## src/hdl/mpq_pkg.sv

```systemverilog
package mpq_pkg;

	localparam int NUM_SLOTS  = 64;
	localparam int NUM_LEVELS = 6;
	localparam int PID_BITS   = 16;

	localparam int OP_W    = 3;
	localparam int SLOT_W  = 6;
	localparam int LEVEL_W = 3;
	localparam int PORT_PID_W = 16;
	localparam int STATUS_W = 2;

	localparam int IDX_W = (NUM_SLOTS > 1) ? $clog2(NUM_SLOTS) : 1;
	localparam int CNT_W = $clog2(NUM_SLOTS + 1);

	typedef enum logic [OP_W-1:0] {
		OP_ENQUEUE = 3'd0,
		OP_DEQUEUE = 3'd1,
		OP_REMOVE  = 3'd2,
		OP_SELECT  = 3'd3,
		OP_FIND    = 3'd4
	} op_t;

	localparam logic [STATUS_W-1:0] STAT_OK   = 2'd0;
	localparam logic [STATUS_W-1:0] STAT_NONE = 2'd1;
	localparam logic [STATUS_W-1:0] STAT_BAD  = 2'd2;

	typedef enum logic [1:0] {
		S_IDLE,
		S_SCAN,
		S_FINISH
	} state_t;

	typedef struct packed {
		logic                valid;
		logic [SLOT_W-1:0]   slot;
		logic [LEVEL_W-1:0]  level;
		logic [PID_BITS-1:0] pid;
	} entry_t;

	typedef struct packed {
		logic take_next;
		logic load;
	} cell_ctl_t;

endpackage

```

## src/hdl/multilevel_priority_ready_queue_top.sv

```systemverilog
// multilevel priority ready queue
// command channel: operation, entry_slot, level and pid are taken when start is
// high and busy is low. one result beat follows: result_slot, result_pid and
// status are valid for the single cycle in which done is high.
// storage is a row of NUM_SLOTS cells holding queued slots packed in enqueue
// order, so each level's fifo order is the order along the row.
// every valid command rotates the row one full turn past a compare unit on
// cell 0, then the finish state applies the change (append at the
// fill point, or close the gap of a dequeued/removed entry) and shows the
// result; a rejected command skips the rotation and goes straight to the
// finish state. one command at a time; busy is low again in
// the done cycle, so the next start may coincide with done.
// reset empties every queue (cell valid bits and fill count cleared at once).
// the receiver cannot stall: done is a one-cycle strobe and must be caught.
module multilevel_priority_ready_queue_top (
	input  logic                               clk,
	input  logic                               arst_n,
	input  logic                               start,
	output logic                               busy,
	input  logic [mpq_pkg::OP_W-1:0]           operation,
	input  logic [mpq_pkg::SLOT_W-1:0]         entry_slot,
	input  logic [mpq_pkg::LEVEL_W-1:0]        level,
	input  logic [mpq_pkg::PORT_PID_W-1:0]     pid,
	output logic                               done,
	output logic [mpq_pkg::SLOT_W-1:0]         result_slot,
	output logic [mpq_pkg::PORT_PID_W-1:0]     result_pid,
	output logic [mpq_pkg::STATUS_W-1:0]       status
);
	import mpq_pkg::*;

	state_t state_q, state_d;

	logic [OP_W-1:0]     op_q;
	logic [SLOT_W-1:0]   slot_q;
	logic [LEVEL_W-1:0]  level_q;
	logic [PID_BITS-1:0] pid_q;
	logic                bad_q;
	logic [IDX_W-1:0]    step_q;
	logic [CNT_W-1:0]    cnt_q;

	logic                found_q;
	logic [IDX_W-1:0]    idx_q;
	logic [SLOT_W-1:0]   best_slot_q;
	logic [LEVEL_W-1:0]  best_level_q;
	logic [PID_BITS-1:0] best_pid_q;

	logic                done_q;
	logic [SLOT_W-1:0]   rslot_q;
	logic [PORT_PID_W-1:0] rpid_q;
	logic [STATUS_W-1:0] status_q;

	entry_t    cells [NUM_SLOTS];
	entry_t    nbrs  [NUM_SLOTS];
	cell_ctl_t ctls  [NUM_SLOTS];
	entry_t    new_entry;

	logic accept, bad_in, level_ok, slot_ok;
	logic rotate, do_load, do_shift, last_step;
	logic match, take;
	logic [STATUS_W-1:0] stat_d;
	entry_t head;

	assign accept   = start && !busy;
	assign level_ok = (level >= LEVEL_W'(1)) && (32'(level) <= NUM_LEVELS);
	assign slot_ok  = 32'(entry_slot) < NUM_SLOTS;

	always_comb begin
		unique case (operation)
			OP_ENQUEUE: bad_in = !level_ok || !slot_ok;
			OP_DEQUEUE: bad_in = !level_ok;
			OP_REMOVE:  bad_in = !slot_ok;
			OP_SELECT:  bad_in = !level_ok;
			OP_FIND:    bad_in = 1'b0;
			default:    bad_in = 1'b1;
		endcase
	end

	assign last_step = step_q == IDX_W'(NUM_SLOTS - 1);

	// next state
	always_comb begin
		state_d = state_q;
		unique case (state_q)
			S_IDLE:   if (accept) state_d = bad_in ? S_FINISH : S_SCAN;
			S_SCAN:   if (last_step) state_d = S_FINISH;
			S_FINISH: state_d = S_IDLE;
			default:  state_d = S_IDLE;
		endcase
	end

	// outputs of the sequencer
	always_comb begin
		busy     = state_q != S_IDLE;
		rotate   = state_q == S_SCAN;
		do_load  = 1'b0;
		do_shift = 1'b0;
		if (state_q == S_FINISH && !bad_q) begin
			if (op_q == OP_ENQUEUE && !found_q) do_load = 1'b1;
			if ((op_q == OP_DEQUEUE || op_q == OP_REMOVE) && found_q) do_shift = 1'b1;
		end
	end

	// compare unit on cell 0
	assign head = cells[0];
	always_comb begin
		unique case (op_q)
			OP_ENQUEUE, OP_REMOVE: match = head.slot == slot_q;
			OP_DEQUEUE:            match = head.level == level_q;
			OP_SELECT:             match = head.level >= level_q;
			OP_FIND:               match = head.pid == pid_q;
			default:               match = 1'b0;
		endcase
	end
	// strict compare keeps the earliest entry of the best level
	assign take = rotate && head.valid && match && (!found_q || head.level < best_level_q);

	assign new_entry.valid = 1'b1;
	assign new_entry.slot  = slot_q;
	assign new_entry.level = level_q;
	assign new_entry.pid   = pid_q;

	for (genvar j = 0; j < NUM_SLOTS; j++) begin : g_cell
		if (j < NUM_SLOTS - 1) begin : g_mid
			assign nbrs[j] = cells[j+1];
		end else begin : g_end
			// wrap for rotation, empty entry fills in when closing a gap
			always_comb begin
				nbrs[j] = cells[0];
				if (!rotate) nbrs[j].valid = 1'b0;
			end
		end
		assign ctls[j].take_next = rotate || (do_shift && IDX_W'(j) >= idx_q);
		assign ctls[j].load      = do_load && (CNT_W'(j) == cnt_q);

		mpq_cell u_cell (
			.clk       (clk),
			.arst_n    (arst_n),
			.ctl       (ctls[j]),
			.nbr       (nbrs[j]),
			.new_entry (new_entry),
			.cur       (cells[j])
		);
	end

	always_comb begin
		if (bad_q || (op_q == OP_ENQUEUE && found_q)) stat_d = STAT_BAD;
		else if (op_q == OP_ENQUEUE || found_q)        stat_d = STAT_OK;
		else                                           stat_d = STAT_NONE;
	end

	always_ff @(posedge clk or negedge arst_n) begin
		if (!arst_n) begin
			state_q <= S_IDLE;
			cnt_q   <= '0;
			done_q  <= 1'b0;
			found_q <= 1'b0;
			step_q  <= '0;
		end else begin
			state_q <= state_d;
			done_q  <= state_q == S_FINISH;
			if (do_load) cnt_q <= cnt_q + CNT_W'(1);
			else if (do_shift) cnt_q <= cnt_q - CNT_W'(1);
			if (accept) begin
				found_q <= 1'b0;
				step_q  <= '0;
			end else if (rotate) begin
				step_q <= step_q + IDX_W'(1);
				if (take) found_q <= 1'b1;
			end
		end
	end

	always_ff @(posedge clk) begin
		if (accept) begin
			op_q    <= operation;
			slot_q  <= entry_slot;
			level_q <= level;
			pid_q   <= pid[PID_BITS-1:0];
			bad_q   <= bad_in;
		end
		if (take) begin
			idx_q        <= step_q;
			best_slot_q  <= head.slot;
			best_level_q <= head.level;
			best_pid_q   <= head.pid;
		end
		if (state_q == S_FINISH) begin
			status_q <= stat_d;
			if (stat_d == STAT_OK && op_q != OP_ENQUEUE) begin
				rslot_q <= best_slot_q;
				rpid_q  <= PORT_PID_W'(best_pid_q);
			end else begin
				rslot_q <= '0;
				rpid_q  <= '0;
			end
		end
	end

	assign done        = done_q;
	assign result_slot = rslot_q;
	assign result_pid  = rpid_q;
	assign status      = status_q;

endmodule

```

## src/hdl/mpq_cell.sv

```systemverilog
module mpq_cell (
	input  logic              clk,
	input  logic              arst_n,
	input  mpq_pkg::cell_ctl_t ctl,
	input  mpq_pkg::entry_t   nbr,
	input  mpq_pkg::entry_t   new_entry,
	output mpq_pkg::entry_t   cur
);
	import mpq_pkg::*;

	logic                valid_q;
	logic [SLOT_W-1:0]   slot_q;
	logic [LEVEL_W-1:0]  level_q;
	logic [PID_BITS-1:0] pid_q;

	always_ff @(posedge clk or negedge arst_n) begin
		if (!arst_n) begin
			valid_q <= 1'b0;
		end else if (ctl.load) begin
			valid_q <= new_entry.valid;
		end else if (ctl.take_next) begin
			valid_q <= nbr.valid;
		end
	end

	always_ff @(posedge clk) begin
		if (ctl.load) begin
			slot_q  <= new_entry.slot;
			level_q <= new_entry.level;
			pid_q   <= new_entry.pid;
		end else if (ctl.take_next) begin
			slot_q  <= nbr.slot;
			level_q <= nbr.level;
			pid_q   <= nbr.pid;
		end
	end

	assign cur.valid = valid_q;
	assign cur.slot  = slot_q;
	assign cur.level = level_q;
	assign cur.pid   = pid_q;

endmodule

```

## config.mk

```make
export PLATFORM = sky130hd
export DESIGN_NAME = multilevel_priority_ready_queue_top
export DESIGN_NICKNAME = d
export VERILOG_FILES = /design/src/hdl/mpq_pkg.sv /design/src/hdl/multilevel_priority_ready_queue_top.sv /design/src/hdl/mpq_cell.sv
export SDC_FILE = /design/constraint.sdc
export NUM_CORES = 2
export LEC_CHECK = 0
export BUFFER_PORTS_ARGS = -buffer_cell sky130_fd_sc_hd__buf_2
export CAP_MARGIN = 20
export CORE_ASPECT_RATIO = 0.8
export CORE_MARGIN = 4
export CORE_UTILIZATION = 55
export DETAILED_ROUTE_END_ITERATION = 12
export PLACE_DENSITY = 0.78
export REMOVE_ABC_BUFFERS = 1
export SLEW_MARGIN = 20
export SYNTH_ARGS = -nofsm -noshare
export SYNTH_HDL_FRONTEND = slang
export SYNTH_HIERARCHICAL = 1
export SYNTH_SLANG_ARGS = --single-unit
```

## constraint.sdc

```tcl
create_clock -name clk -period 4.9 [get_ports clk]
set_input_delay 0.49 -clock clk [delete_from_list [all_inputs] [get_ports clk]]
set_output_delay 0.49 -clock clk [all_outputs]
set_load 0.01 [all_outputs]
```

### Word-level counts from Yosys, hierarchy flattened

Index checks and enable logic that the tools add are counted.

* $add $sub $neg: 3
* $lt $le $gt $ge: 68
* equal/unequal tests: 79
* multiplexer cells: 532
* reductions and logical operators: 289

Operator list (number)
* $mux 16: 128
* $mux 6: 130
* $mux 3: 128
* $eq 6x7->1 const A: 32
* $ge 6x6->1 const A: 32
* $logic_and 1x1->1: 138
* $mux 1: 137
* $reduce_bool 2->1: 68
* $eq 5x7->1 const A: 16
* $ge 5x6->1 const A: 16
* $logic_or 1x1->1: 68
* $eq 4x7->1 const A: 8
* $ge 4x6->1 const A: 8
* $eq 3x7->1 const A: 4
* $ge 3x6->1 const A: 4
* $eq 16x16->1: 1
* $eq 2x7->1 const A: 2
* $mux 7: 2
* $eq 3x2->1 const B: 4
* $ge 1x6->1 const A: 2
* $ge 2x6->1 const A: 2
* $mux 2: 4
* $add 7x1->7 const B: 1
* $eq 1x7->1 const A: 1
* other kinds (26): 35

* register bits: 1765
* input port bits: 31
* output and inout port bits: 26
* word-level logic and storage cells: 1244

### Depth between registers and ports, before layout

* depth in word-level cells: 9
* gate-level depth with buffers: 10

### Modules after synthesis

Netlist, hierarchy kept.

Modules (own cells, without submodules)
* mpq_cell: times used 64, cells an instance 59, area an instance 1199.9 um^2
* multilevel_priority_ready_queue_top: times used 1, cells an instance 519, area an instance 5297.6 um^2

### Worst setup path after synthesis

Ideal clock, no wire load.

* kind: register to register
* start: reg level_q[1] (netlist name)
* end: reg best_level_q[0] (enable)
* data arrival time: 3452 ps
* data required time: 4481 ps
* path slack: 1029 ps
* stages on the path, launching flop included: 8
* buffers on the path: 0
* cell sequence: edfxtp_1 inv_1 ha_1 nand2_1 o21ai_0 a32oi_1 a2bb2oi_1 nor2_1

RTL lines
* to (signal assigned): line multilevel_priority_ready_queue_top.sv:184 `best_level_q <= head.level;`
* to (decl): line multilevel_priority_ready_queue_top.sv:44 `logic [LEVEL_W-1:0] best_level_q;`

==> impl_metrics.csv <==
group,metric,value,unit
cts,htreeDepth,4,
logic_synthesis,synth_fa_ha_area_share,0.168,%
layout,finalInstanceArea,88300,sq um
die,die_x,440,um
die,dieArea,156000,sq um
logic_synthesis,synth_common_cells,"edfxtp_1, mux2_4, mux2_2, nand2_1",
routing,avgViaCountPerCell,5.86,
setup_path,worstPathCellList,"nor3b_1 > and3_1 > nor2_2 > inv_1 > nand2_1 > o31ai_1 > or2_2",
die,start_util,55.5,%
die,ios,57,
setup_path,worstPathArrival,4220,ps
routing,drt_first_pass_iters,5,
logic_synthesis,yosysMostFrequentCell,"edfxtp_1",
logic_synthesis,synth_area_leaders,"edfxtp_1, mux2_4, mux2_2",
routing,postRouteWirelength,165000,um
place,portBuffers,56,
min_path,hp-class,"in -> reg",
cts,clk_path_buf_depth,3,
logic_synthesis,yosys_most_used_dff,"edfxtp_1",
routing,initialDrtViolationCount,4294,
place,gp_congestion,0.992,
timing,fmax,264,MHz
global_route,overflow,0,
logic_synthesis,ys_seq_elements,1765,
layout,multi_input_area,26500,sq um
layout,drive_gt1_share,46.9,%
logic_synthesis,synth_cells,4295,
layout,final_nets,4474,
setup_path,worst_path_max_delay_cell,"and3_1",
global_route,globalRouteTotalUtil,21.0,%
timing,fin_crit_sh,77.3,%
timing,slew_violations,0,
layout,nFillCells,10421,
global_route,grt_pass1_wl,250000,um
die,dieHeight,354,um
timing,fin_skew,22.2,ps
timing,relSlewSlack,23.2,%
cts,cts_tree,"built",
cts,cts_buffers,164,
routing,ant_nets,0,
setup_path,crit_fanout,25,
routing,drc,0,
cts,postCtsSetupBuffers,0,
logic_synthesis,yosys.area.top_type,"edfxtp_1",
die,row_count,126,
die,core_area,148000,sq um
logic_synthesis,synth_warnings,6,
timing,min_period,3790,ps
place,dp_hpwl,96100,um
logic_synthesis,synth-async-reset-ratio,4.59,%
setup_path,criticalPathCategory,"reg -> reg",
logic_synthesis,synth-simple-area-share,2.28,%
global_route,grt_max_degree,66,
layout,syn_to_final_growth,7.54,%
setup_path,end_kind,"flip-flop",
logic_synthesis,synth_edf_count,1684,
pwr,vdd_drop_max,0.000370,V
logic_synthesis,synthMuxAreaShare,27.7,%
layout,final_util,59.7,%
logic_synthesis,syn_area,82100,sq um
place,postPlaceCellArea,82700,sq um
timing,finalHoldViolations,0,
logic_synthesis,ys_seq_area_share,64.1,%
logic_synthesis,avgSynthCellArea,19.1,sq um
outcome,outcome,"finished, final reports clean",
timing,setup_viol,0,
setup_path,cp.required,5330,ps
timing,rsz0062_at_grt,"no",
routing,via_count,38387,
setup_path,max_stage_delay,630,ps
logic_synthesis,ys_types,55,
pwr,powerDensity,555,nW/um^2
routing,wl_per_cell,25.3,um
logic_synthesis,synth_top_family_by_area,"multiplexers",
pwr,p_leak,0.0309,uW
run,maxCapViolations,0,
logic_synthesis,synth_xor_area_share,0.331,%
cts,clk_latency,800,ps
global_route,antenna_found_initial,1,
logic_synthesis,yosys.area.top_type_share,61.6,%
layout,ff_latch_area,52600,sq um
timing,worstMarginPinSlew,1150,ps
global_route,grt_pass1_vias,38852,
setup_path,worstSetupStartpointType,"flip-flop",
cts,clock_tree.root_cell,"clkbuf_16",
logic_synthesis,synth_compound_area_share,1.03,%
cts,path_clk_slew,60,ps
cts,cts_sinks,1765,
-- final timing paths --
kind	start	end	slack [ps]	cells past startpoint
worst max register to register	state_q[0]	g_cell[53].u_cell/slot_q[4]	1110	7
worst max-delay path	state_q[0]	g_cell[53].u_cell/slot_q[4]	1110	7
worst min register to register	step_q[5]	step_q[5]	520	1
worst min-delay path	pid[8]	pid_q[8]	50	1
min in group asynchronous	arst_n	done	190	2
max in group asynchronous	arst_n	g_cell[42].u_cell/valid_q	3490	3
-- sequential cells by signal, summed over array words and instances, names as in the netlist --
register and cells:
level_q 3, g_cell.u_cell/level_q 192, step_q 6, bad_q 1, best_slot_q 6, slot_q 6, status 2, idx_q 6
cnt_q 7, op_q 3, state_q 2, g_cell.u_cell/slot_q 384, best_pid_q 16, done 1, pid_q 16, found_q 1
result_pid 16, g_cell.u_cell/pid_q 1024, best_level_q 3, g_cell.u_cell/valid_q 64, result_slot 6
-- cell families after synthesis --
family          after synthesis
fa+ha+maj                    11
mux                        1664
other cells                   1
simple gates                375
buf+inv                     296
compound gates              152
xor+xnor                     31
flops                      1765
-- routing by layer --
layer,track usage (%),up-vias,part of all wire (%)
met2,30.8,1441,44
met5,0,-,0
met3,3.63,271,7.3
met4,8.48,0,3.9
met1,31.3,20016,45
li1,-,16659,-
-- power by group --
group | internal (uW) | switching, uW
logic | 5000 | 5820
registers | 23700 | 1790
clock network | 7050 | 5630
-- worst max-delay path, delay by kind of cell (launching register included) --
kind | cells | cell delay [ps]
AOI/OAI and AO/OA | 1 | 600
and+or+nand+nor | 5 | 2040
buffers and inverters | 1 | 280
DFF | 1 | 470
-- area by class of cell --
cell class / count / share of cell area (%)
repair buffers: 188 / 1.56
multi-input cells: 2297 / 30.0
diodes: 1 / 0.00283
inverters: 16 / 0.0680
flip-flops and latches: 1765 / 59.6
well taps: 1984 / 2.81
clock buffers: 200 / 4.88
clock inverters: 96 / 1.10
-- metrics by stage --
step | worst slack [ps] | setup TNS, ps | power [uW] | hold WS, ps | std cells
2_1_floorplan | -1130 | -98350 | 32700 | 194 | 4078
3_3_place_gp | 1120 | 0 | 36000 | 442 | 6223
3_5_place_dp | 1230 | 0 | 36300 | 443 | 6223
4_1_cts | 1210 | 0 | 49200 | 8.73 | 6546
5_1_grt | 895 | 0 | 51000 | 6.45 | 6547
6_report | 1110 | 0 | 49000 | 50.4 | 6547
-- cell usage in the layout (no fill, tap or decap), types with 55 or more instances in the layout --
master / instances
buf_2: 55
buf_4: 103
clkbuf_16: 164
conb_1: 64
dfrtp_1: 81
edfxtp_1: 1684
mux2_2: 512
mux2_4: 1088
mux2i_1: 64
nand2_1: 105
o21ai_0: 99
or2_2: 68
-- what timing repair did --
item                      CTS  global route
hold buffers               27             0
hold endpoints to repair   50             0
resized for setup           0             0
(Power assumes the default switching activity.)
